===== config.mk =====
export PLATFORM = sky130hd
export DESIGN_NAME = variable_length_code_bit_packer
export DESIGN_NICKNAME = d
export VERILOG_FILES = /design/src/rtl/vlcbp_pkg.sv /design/src/rtl/vlcbp_shift.sv /design/src/rtl/vlcbp_fsm.sv /design/src/rtl/variable_length_code_bit_packer.sv
export VERILOG_INCLUDE_DIRS = /design/src /design/src/rtl
export SDC_FILE = /design/constraint.sdc
export NUM_CORES = 1
export LEC_CHECK = 0
export ABC_AREA = 1
export BUFFER_PORTS_ARGS = -buffer_cell sky130_fd_sc_hd__clkbuf_2
export CORE_ASPECT_RATIO = 0.6
export CORE_UTILIZATION = 30
export DETAILED_ROUTE_END_ITERATION = 6
export SLEW_MARGIN = 40
export SYNTH_ARGS = -nofsm -noshare
export SYNTH_HDL_FRONTEND = slang
export SYNTH_SLANG_ARGS = --single-unit
export TNS_END_PERCENT = 100

===== constraint.sdc =====
create_clock -name clk -period 5.75 [get_ports clk]
set_input_delay 0.2875 -clock clk [delete_from_list [all_inputs] [get_ports clk]]
set_output_delay 0.2875 -clock clk [all_outputs]
set_load 0.005 [all_outputs]

===== src/rtl/variable_length_code_bit_packer_defines.svh =====
// assertion macros for the variable length code bit packer
// used by the top level only, expects clk and rst_n in scope
`ifndef VARIABLE_LENGTH_CODE_BIT_PACKER_DEFINES_SVH
`define VARIABLE_LENGTH_CODE_BIT_PACKER_DEFINES_SVH

// same-cycle implication
`define VLCBP_ASSERT_IMP(lbl, ante, cons, msg) \
  lbl: assert property (@(posedge clk) disable iff (!rst_n) (ante) |-> (cons)) \
    else $error(msg);

// next-cycle implication
`define VLCBP_ASSERT_NXT(lbl, ante, cons, msg) \
  lbl: assert property (@(posedge clk) disable iff (!rst_n) (ante) |=> (cons)) \
    else $error(msg);

`endif


===== src/rtl/vlcbp_pkg.sv =====
// shared types, command codes and constants of the bit packer
// no dependencies
package vlcbp_pkg;

  localparam int DEF_VALUE_WIDTH = 64;
  localparam int VALUE_FIELD_W   = 64;
  localparam int CNT_W           = 7;
  localparam int CMD_W           = 2;
  localparam int IN_DATA_W       = ((VALUE_FIELD_W + CNT_W + 7) / 8) * 8;

  localparam logic [CMD_W-1:0] CMD_RAW   = 2'd0;
  localparam logic [CMD_W-1:0] CMD_VBYTE = 2'd1;
  localparam logic [CMD_W-1:0] CMD_ELIAS = 2'd2;
  localparam logic [CMD_W-1:0] CMD_FLUSH = 2'd3;

  localparam logic [3:0] BYTE_BITS  = 4'd8;
  localparam int         GROUP_BITS = 7;
  localparam logic [7:0] GROUP_MASK = 8'h7f;
  localparam logic [7:0] STOP_FLAG  = 8'h80;

  typedef enum logic [3:0] {
    S_IDLE,
    S_ALIGN,
    S_RAW_EMIT,
    S_VB_LOAD,
    S_VB_EMIT,
    S_ED_NORM,
    S_ED_HDR,
    S_ED_DROP,
    S_ED_TAIL,
    S_DONE
  } state_t;

  typedef struct packed {
    logic ready;
    logic align;
    logic emit;
    logic emit_hdr;
    logic vb_load;
    logic norm;
    logic drop;
    logic finish;
  } ctl_t;

  typedef struct packed {
    logic [CMD_W-1:0] cmd;
    logic             start_empty;
    logic             ashift_zero;
    logic             emit_last;
    logic             norm_done;
    logic             last_group;
    logic             tail_empty;
    logic             done_go;
  } stat_t;

endpackage


===== src/rtl/vlcbp_shift.sv =====
// shared left shifter of the bit packer, amounts 0 to 8
// serves alignment, normalising, dropping and bit emission; uses vlcbp_pkg
module vlcbp_shift #(
  parameter int W = vlcbp_pkg::DEF_VALUE_WIDTH
) (
  input  logic [W-1:0] word,
  input  logic [3:0]   amt,
  output logic [W-1:0] shifted,
  output logic [7:0]   top
);
  import vlcbp_pkg::*;

  always_comb begin
    shifted = (amt > BYTE_BITS) ? '0 : (word << amt);
    top     = word[W-1 -: 8];
  end

endmodule


===== src/rtl/vlcbp_fsm.sv =====
// sequencer of the bit packer: steps each request through its phases
// uses vlcbp_pkg for state, control and status types
module vlcbp_fsm (
  input  logic              clk,
  input  logic              rst_n,
  input  logic              in_tvalid,
  input  vlcbp_pkg::stat_t  stat,
  output vlcbp_pkg::ctl_t   ctl
);
  import vlcbp_pkg::*;

  state_t state_r, state_nxt;

  always_ff @(posedge clk) begin
    if (!rst_n) begin
      state_r <= S_IDLE;
    end else begin
      state_r <= state_nxt;
    end
  end

  always_comb begin
    state_nxt = state_r;
    unique case (state_r)
      S_IDLE: begin
        if (in_tvalid) begin
          unique case (stat.cmd)
            CMD_RAW:   state_nxt = stat.start_empty ? S_DONE : S_ALIGN;
            CMD_VBYTE: state_nxt = S_VB_LOAD;
            CMD_ELIAS: state_nxt = stat.start_empty ? S_DONE : S_ED_NORM;
            CMD_FLUSH: state_nxt = stat.start_empty ? S_DONE : S_RAW_EMIT;
            default:   state_nxt = S_DONE;
          endcase
        end
      end
      S_ALIGN:    if (stat.ashift_zero) state_nxt = S_RAW_EMIT;
      S_RAW_EMIT: if (stat.emit_last) state_nxt = S_DONE;
      S_VB_LOAD:  state_nxt = S_VB_EMIT;
      S_VB_EMIT: begin
        if (stat.emit_last) state_nxt = stat.last_group ? S_DONE : S_VB_LOAD;
      end
      S_ED_NORM:  if (stat.norm_done) state_nxt = S_ED_HDR;
      S_ED_HDR:   if (stat.emit_last) state_nxt = S_ED_DROP;
      S_ED_DROP:  state_nxt = stat.tail_empty ? S_DONE : S_ED_TAIL;
      S_ED_TAIL:  if (stat.emit_last) state_nxt = S_DONE;
      S_DONE:     if (stat.done_go) state_nxt = S_IDLE;
      default:    state_nxt = S_IDLE;
    endcase
  end

  always_comb begin
    ctl = '0;
    unique case (state_r)
      S_IDLE:     ctl.ready = 1'b1;
      S_ALIGN:    ctl.align = 1'b1;
      S_RAW_EMIT: ctl.emit = 1'b1;
      S_VB_LOAD:  ctl.vb_load = 1'b1;
      S_VB_EMIT: begin
        ctl.emit     = 1'b1;
        ctl.emit_hdr = 1'b1;
      end
      S_ED_NORM:  ctl.norm = 1'b1;
      S_ED_HDR: begin
        ctl.emit     = 1'b1;
        ctl.emit_hdr = 1'b1;
      end
      S_ED_DROP:  ctl.drop = 1'b1;
      S_ED_TAIL:  ctl.emit = 1'b1;
      S_DONE:     ctl.finish = 1'b1;
      default:    ctl = '0;
    endcase
  end

endmodule


===== src/rtl/variable_length_code_bit_packer.sv =====
// top level of the variable length code bit packer: datapath, byte output stage
// uses vlcbp_pkg, vlcbp_shift, vlcbp_fsm and the assertion macro header
`include "variable_length_code_bit_packer_defines.svh"

// Appends raw bit fields, vbyte groups or Elias delta codes MSB first into a
// byte stream, keeping up to seven bits pending between requests; a flush pads
// the partial byte with zeros. One request is taken at a time and in_tready is
// low while it is worked on. The shared 0..8 bit shifter moves bits into the
// pending byte until it fills, unless a full byte waits on a stalled output.
// A raw request is first aligned by shifting its field to the top of the word
// in steps of up to 8 bits; a vbyte request loads and then emits each 7-bit
// group with its stop flag; an Elias delta request first normalises value+1 to
// find its length, then emits its length prefix and drops the leading one
// before the tail. The last byte of each request is held back in hold_r so
// that it leaves with out_tlast set; a stalled output holds the work.
module variable_length_code_bit_packer #(
  parameter int VALUE_WIDTH = vlcbp_pkg::DEF_VALUE_WIDTH
) (
  input  logic                           clk,
  input  logic                           rst_n,
  input  logic                           in_tvalid,
  output logic                           in_tready,
  input  logic [vlcbp_pkg::IN_DATA_W-1:0] in_tdata,   // value[63:0], raw_len[70:64], pad
  input  logic [vlcbp_pkg::CMD_W-1:0]    in_tuser,   // command
  output logic                           out_tvalid,
  input  logic                           out_tready,
  output logic [7:0]                     out_tdata,  // out_byte
  output logic                           out_tlast   // last_of_run
);
  import vlcbp_pkg::*;

  localparam int W   = VALUE_WIDTH;
  localparam int LW  = $clog2(W + 1);
  localparam int HW  = (2 * LW - 1 > 8) ? 2 * LW - 1 : 8;
  localparam int HLW = $clog2(HW + 1);

  ctl_t  ctl;
  stat_t stat;

  logic [7:0]    pend_r, pend_nxt;
  logic [2:0]    pcnt_r, pcnt_nxt;
  logic [W-1:0]  src_r, src_nxt;
  logic [HW-1:0] hdr_r, hdr_nxt;
  logic [LW-1:0] rem_r, rem_nxt;
  logic [LW-1:0] ashift_r, ashift_nxt;
  logic [LW-1:0] len_r, len_nxt;
  logic          last_group_r, last_group_nxt;
  logic [7:0]    hold_r, hold_nxt;
  logic          hold_v_r, hold_v_nxt;
  logic          out_tvalid_r, out_tvalid_nxt;
  logic [7:0]    out_tdata_r, out_tdata_nxt;
  logic          out_tlast_r, out_tlast_nxt;

  logic [CMD_W-1:0] cmd;
  logic [W-1:0]     vm;
  logic [CNT_W-1:0] bcnt;
  logic [LW-1:0]    cnt_sat;
  logic             accept;
  logic [3:0]       space;
  logic [LW-1:0]    space_w;
  logic [LW-1:0]    n_w;
  logic [3:0]       n;
  logic [3:0]       fill;
  logic             byte_done;
  logic             slot_free;
  logic             emit_go;
  logic [W-1:0]     op;
  logic [3:0]       amt;
  logic [W-1:0]     sh_word;
  logic [7:0]       top;
  logic [7:0]       chunk;
  logic [7:0]       pend_new;
  logic             vb_stop;
  logic [7:0]       vb_byte;
  logic [HLW-1:0]   hl;
  logic [HW-1:0]    hdr_ed;
  logic             push;
  logic             push_last;

  function automatic logic [HLW-1:0] bit_len(input logic [LW-1:0] x);
    logic [HLW-1:0] b;
    b = '0;
    for (int i = 0; i < LW; i++) begin
      if (x[i]) b = HLW'(i + 1);
    end
    return b;
  endfunction

  vlcbp_fsm u_fsm (
    .clk       (clk),
    .rst_n     (rst_n),
    .in_tvalid (in_tvalid),
    .stat      (stat),
    .ctl       (ctl)
  );

  vlcbp_shift #(.W(W)) u_shift (
    .word    (op),
    .amt     (amt),
    .shifted (sh_word),
    .top     (top)
  );

  assign cmd     = in_tuser;
  assign vm      = in_tdata[W-1:0];
  assign bcnt    = in_tdata[VALUE_FIELD_W +: CNT_W];
  assign cnt_sat = (bcnt > CNT_W'(W)) ? LW'(W) : LW'(bcnt);
  assign accept  = in_tvalid && ctl.ready;

  // fill of the pending byte
  assign space     = BYTE_BITS - {1'b0, pcnt_r};
  assign space_w   = LW'(space);
  assign n_w       = (rem_r < space_w) ? rem_r : space_w;
  assign n         = 4'(n_w);
  assign fill      = {1'b0, pcnt_r} + n;
  assign byte_done = (fill == BYTE_BITS);
  assign slot_free = !out_tvalid_r || out_tready;
  assign emit_go   = !(byte_done && hold_v_r && !slot_free);

  assign op       = ctl.emit_hdr ? (W'(hdr_r) << (W - HW)) : src_r;
  assign chunk    = top & ~(8'hff >> n);
  assign pend_new = pend_r | (chunk >> pcnt_r);

  assign vb_stop = ((src_r >> GROUP_BITS) == W'(0));
  assign vb_byte = (vb_stop ? STOP_FLAG : 8'h00) | (8'(src_r[GROUP_BITS-1:0]) & GROUP_MASK);

  assign hl     = HLW'(2) * bit_len(len_r) - HLW'(1);
  assign hdr_ed = HW'(len_r) << (HLW'(HW) - hl);

  always_comb begin
    amt = '0;
    if (ctl.align) begin
      amt = (ashift_r < LW'(BYTE_BITS)) ? 4'(ashift_r) : BYTE_BITS;
    end else if (ctl.emit) begin
      amt = n;
    end else if (ctl.norm) begin
      amt = (top == 8'h00) ? BYTE_BITS : 4'd1;
    end else if (ctl.drop) begin
      amt = 4'd1;
    end
  end

  always_comb begin
    stat             = '0;
    stat.cmd         = cmd;
    unique case (cmd)
      CMD_RAW:   stat.start_empty = (cnt_sat == '0);
      CMD_VBYTE: stat.start_empty = 1'b0;
      CMD_ELIAS: stat.start_empty = &vm;
      CMD_FLUSH: stat.start_empty = (pcnt_r == '0);
      default:   stat.start_empty = 1'b0;
    endcase
    stat.ashift_zero = (ashift_r == '0);
    stat.emit_last   = emit_go && (rem_r <= space_w);
    stat.norm_done   = src_r[W-1];
    stat.last_group  = last_group_r;
    stat.tail_empty  = (len_r == LW'(1));
    stat.done_go     = !hold_v_r || slot_free;
  end

  always_comb begin
    push      = 1'b0;
    push_last = 1'b0;
    if (ctl.emit && emit_go && byte_done && hold_v_r) begin
      push = 1'b1;
    end else if (ctl.finish && hold_v_r && slot_free) begin
      push      = 1'b1;
      push_last = 1'b1;
    end
  end

  always_comb begin
    pend_nxt       = pend_r;
    pcnt_nxt       = pcnt_r;
    src_nxt        = src_r;
    hdr_nxt        = hdr_r;
    rem_nxt        = rem_r;
    ashift_nxt     = ashift_r;
    len_nxt        = len_r;
    last_group_nxt = last_group_r;
    hold_nxt       = hold_r;
    hold_v_nxt     = hold_v_r;

    if (accept) begin
      unique case (cmd)
        CMD_RAW: begin
          src_nxt    = vm;
          rem_nxt    = cnt_sat;
          ashift_nxt = LW'(W) - cnt_sat;
        end
        CMD_VBYTE: src_nxt = vm;
        CMD_ELIAS: begin
          src_nxt = vm + W'(1);
          len_nxt = LW'(W);
        end
        CMD_FLUSH: begin
          src_nxt    = '0;
          rem_nxt    = space_w;
          ashift_nxt = '0;
        end
        default: src_nxt = src_r;
      endcase
    end

    if (ctl.align && !stat.ashift_zero) begin
      src_nxt    = sh_word;
      ashift_nxt = ashift_r - LW'(amt);
    end

    if (ctl.emit && emit_go) begin
      if (ctl.emit_hdr) begin
        hdr_nxt = sh_word[W-1 -: HW];
      end else begin
        src_nxt = sh_word;
      end
      rem_nxt = rem_r - n_w;
      if (byte_done) begin
        pend_nxt   = '0;
        pcnt_nxt   = '0;
        hold_nxt   = pend_new;
        hold_v_nxt = 1'b1;
      end else begin
        pend_nxt = pend_new;
        pcnt_nxt = 3'(fill);
      end
    end

    if (ctl.vb_load) begin
      hdr_nxt        = HW'(vb_byte) << (HW - 8);
      rem_nxt        = LW'(BYTE_BITS);
      src_nxt        = src_r >> GROUP_BITS;
      last_group_nxt = vb_stop;
    end

    if (ctl.norm) begin
      if (src_r[W-1]) begin
        hdr_nxt = hdr_ed;
        rem_nxt = LW'(hl);
      end else begin
        src_nxt = sh_word;
        len_nxt = len_r - LW'(amt);
      end
    end

    if (ctl.drop) begin
      src_nxt = sh_word;
      rem_nxt = len_r - LW'(1);
    end

    if (push_last) begin
      hold_v_nxt = 1'b0;
    end
  end

  always_comb begin
    out_tdata_nxt  = out_tdata_r;
    out_tlast_nxt  = out_tlast_r;
    out_tvalid_nxt = out_tvalid_r && !out_tready;
    if (push) begin
      out_tvalid_nxt = 1'b1;
      out_tdata_nxt  = hold_r;
      out_tlast_nxt  = push_last;
    end
  end

  always_ff @(posedge clk) begin
    if (!rst_n) begin
      pend_r       <= '0;
      pcnt_r       <= '0;
      hold_v_r     <= 1'b0;
      out_tvalid_r <= 1'b0;
    end else begin
      pend_r       <= pend_nxt;
      pcnt_r       <= pcnt_nxt;
      hold_v_r     <= hold_v_nxt;
      out_tvalid_r <= out_tvalid_nxt;
    end
  end

  always_ff @(posedge clk) begin
    src_r        <= src_nxt;
    hdr_r        <= hdr_nxt;
    rem_r        <= rem_nxt;
    ashift_r     <= ashift_nxt;
    len_r        <= len_nxt;
    last_group_r <= last_group_nxt;
    hold_r       <= hold_nxt;
    out_tdata_r  <= out_tdata_nxt;
    out_tlast_r  <= out_tlast_nxt;
  end

  assign in_tready  = ctl.ready;
  assign out_tvalid = out_tvalid_r;
  assign out_tdata  = out_tdata_r;
  assign out_tlast  = out_tlast_r;

  `VLCBP_ASSERT_IMP(a_idle_no_hold, in_tready, !hold_v_r, "byte still held while idle")
  `VLCBP_ASSERT_IMP(a_emit_has_bits, ctl.emit, rem_r != '0, "emit phase with no bits left")
  `VLCBP_ASSERT_IMP(a_norm_nonzero, ctl.norm, src_r != '0, "normalising a zero word")
  `VLCBP_ASSERT_NXT(a_finish_idle, ctl.finish && stat.done_go, in_tready, "no return to idle")

endmodule

==> impl_metrics.json <==
{
  "placed_cell_area_um2": 15000,
  "synth_compound_area_share_pct": 17.8,
  "final_cell_mix": "nand2_1, nand3_1, inv_1",
  "hold_viol_final": 0,
  "hold_ws_ps": 167,
  "hold_path.class": "in2reg",
  "r2r_end": "src_r[48]",
  "synthMuxAreaShare_pct": 0.927,
  "synth_top_area_share_pct": 18.1,
  "worst_ep_required_time_ps": 6130,
  "p_per_area_nw_per_um2": 772,
  "synthXorXnorAreaFrac_pct": 2.12,
  "met3_length_mm": 9.69,
  "skew_ps": 11.1,
  "cts_tree": "done",
  "clk_pin_slew_ps": 70,
  "totalWireLength_mm": 61.6,
  "drive_gt1_share_pct": 8.77,
  "top_layer": "met4",
  "drt-pass1-iter-count": 6,
  "yosysTopAreaCell": "nand2_1",
  "die_h_um": 170,
  "grt_pass1_wl_mm": 91.8,
  "layout_commonest_cell": "nand2_1",
  "setup-violations-final": 0,
  "final_cells": 3085,
  "gr-total-overflow": 0,
  "wl_met1_mm": 29.4,
  "synthCells": 2431,
  "drtIter0Drc": 2531,
  "max_freq_mhz": 195,
  "yosysUniqueCellTypes": 60,
  "synth-simple-area-share_pct": 43.8,
  "clockBufferDepth": 2,
  "fillers": 5169,
  "critPathKind": "reg2reg",
  "total_power_mw": 12.0,
  "ys_warn_count": 0,
  "dp_worst_setup_slack_ps": 545,
  "clock-sinks": 133,
  "die_area_um2": 47700,
  "max_stage_delay_ps": 550,
  "rows": 60,
  "core_um2": 45500,
  "worst_slew_pin_slew_ps": 842,
  "final_max_slew_viol_count": 0,
  "antenna_found_initial": 3,
  "status": "complete, no violations",
  "rsz0062_at_grt": "no",
  "root_buffer": "clkbuf_16",
  "synth_fa_ha_area_share_pct": 3.16,
  "cts_setup_buffers": 0,
  "track_usage_pct": 25.3,
  "cpMostUsedCell": "nand2_1",
  "timing.slew.headroom_pct": 43.9,
  "final_antenna_net_count": 0,
  "synth_top_family_by_area": "simple AND/OR/NAND/NOR gates",
  "ir_drop_v": 0.000431,
  "cp_max_fo": 40,
  "holdCritStartpoint": "rst_n",
  "critPathArrivalTime_ps": 5490,
  "cpMaxStageDelayCell": "dfxtp_1",
  "reg2reg_depth": 25,
  "leakagePower_nw": 7.18,
  "h-tree-depth": 4,
  "grt_max_degree": 79,
  "dp_hpwl_mm": 48.2,
  "initial_utilization_pct": 30.9,
  "setup_tns_ps": 0,
  "cp-start-kind": "flip-flop",
  "numCtsBuffers": 17,
  "avgSynthCellArea_um2": 5.77,
  "syn-cell-area_um2": 14000,
  "r2r-start": "pcnt_r[1]",
  "finalCriticalPeriod_ps": 5120,
  "placement.io_buffers": 87,
  "drcViolationCount": 0,
  "hold-path-endpoint": "out_tvalid",
  "vias_per_cell": 5.62,
  "end_kind": "flip-flop",
  "whs_path_depth": 3,
  "worst_slack_ps": 634,
  "via_count": 17300,
  "grt_pass1_vias": 15500,
  "clk_latency_ps": 440,
  "wl_per_cell_um": 20.0,
  "drv_cap": 0,
  "ioPinCount": 89,
  "ys_top_cells_by_area": "nand2_1, dfxtp_1, nand3_1, inv_1, o21ai_0",
  "syn_to_final_growth_pct": 11.0,
  "yosysSeqAreaShare_pct": 20.7,
  "period_share_pct": 89.0,
  "design_area_um2": 15600,
  "dr_wl_met2_mm": 21.8,
  "fin_util_pct": 34.3,
  "gp_congestion": 0.985,
  "cp_top_family": "simple AND/OR/NAND/NOR gates",
  "ctsHoldBuffers": 0,
  "fin_nets": 2560,
  "fp.dieW_um": 281,
  "synth_nets": 2542,
  "ys_ff_latch": 133,
  "crit_buf_inv": 4,
  "reg2reg_slack_ps": 630,
  "dp_cells": 3050
}
-- flip-flops by register name (all words and copies together) (netlist names), 4 cells and up --
| name | cells |
|---|---|
| u_fsm.state_r | 4 |
| hold_r | 8 |
| hdr_r | 13 |
| len_r | 7 |
| ashift_r | 7 |
| out_tdata | 8 |
| src_r | 64 |
| pend_r | 8 |
| rem_r | 7 |
-- where the power goes --
| group | internal [mW] | total, mW | switching [mW] | leakage, nW |
|---|---|---|---|---|
| combinational | 2.72 | 8.94 | 6.22 | 5.75 |
| clock | 0.688 | 1.17 | 0.483 | 0.296 |
| sequential | 1.44 | 1.91 | 0.473 | 1.13 |
| total | 4.85 | 12.0 | 7.17 | 7.18 |
-- per-layer routing --
metal | up-vias | track usage (%)
met1 | 7984 | 39.1
met2 | 1057 | 30.8
met4 | 0 | 4.70
met5 | - | 0
met3 | 60 | 10.7
li1 | 8222 | -
-- worst reg2reg max path, cell delays in order (launching register included) --
cell and delay (ps):
dfxtp_1 550, inv_1 290, ha_1 290, ha_1 350
xnor2_1 250, nand3_1 110, nand3_1 80, nand2_1 110
nand2_2 160, nand2_1 90, nand2_1 180, inv_1 80
ha_1 340, nand2_1 90, nand2_1 60, a31oi_1 230
inv_1 90, nand2_1 90, nand2_1 50, nand3_1 180
nand3_2 190, nand3_2 150, nand2_1 180, inv_4 410
nand3_1 330, nand3_1 160
-- layout make-up --
| type | instances | area (µm²) | area share (%) |
|---|---|---|---|
| Multi-Input combinational cell | 1893 | 9560 | 61.3 |
| Sequential cell | 133 | 2910 | 18.7 |
| Inverter | 291 | 1100 | 7.03 |
| Tap cell | 620 | 776 | 4.98 |
| Timing Repair Buffer | 113 | 631 | 4.05 |
| Clock buffer | 18 | 429 | 2.75 |
| Clock inverter | 14 | 174 | 1.12 |
| Antenna cell | 3 | 7.51 | 0.0482 |
-- cell families after synthesis --
| group | Yosys count |
|---|---|
| AO/OA/AOI/OAI | 416 |
| XOR/XNOR | 34 |
| adder cells (fa/ha/maj) | 33 |
| buffers and inverters | 405 |
| flip-flops | 133 |
| multiplexers | 13 |
| AND/OR/NAND/NOR | 1397 |
-- worst max-delay path by stage --
| stage | slack [ps] | cells past startpoint | endpoint | startpoint |
|---|---|---|---|---|
| 5_1_grt | 230 | 24 | out_tdata[7] | pcnt_r[1] |
| 3_5_place_dp | 540 | 25 | src_r[48] | pcnt_r[1] |
| 3_3_place_gp | 770 | 25 | src_r[48] | pcnt_r[1] |
| 6_report | 630 | 25 | src_r[48] | pcnt_r[1] |
| 2_1_floorplan | 1110 | 21 | out_tdata[0] | pcnt_r[1] |
| 4_1_cts | 510 | 25 | src_r[48] | pcnt_r[1] |
-- synthesized netlist by cell type, drive strengths merged --
cell	number
o211ai	72
nor4b	1
o221a	1
nor3b	2
a22oi	8
a211oi	3
clkbuf	77
a21boi	2
o2111ai	3
nor3	33
o21a	2
inv	287
fa	4
o21ai	191
and2	5
a21oi	73
buf	37
nand2	680
nand3b	3
o311ai	3
ha	29
nor2	168
nand4	41
a21o	1
or2	46
o22ai	32
o31ai	3
edfxtp	25
o32ai	4
a31oi	5
o21bai	4
o221ai	3
o31a	1
a311oi	1
nand3	394
o2bb2ai	2
a2bb2oi	1
a32oi	1
xor2	26
xnor2	8
clkinv	4
nor4	24
dfxtp	108
mux2i	13
-- what timing repair did --
action | CTS | global route
endpoints found under the hold margin | 0 | 0
resized for setup | 0 | 2
setup endpoints to repair | 0 | 2
Note: power is estimated with default switching activity, not from simulation.
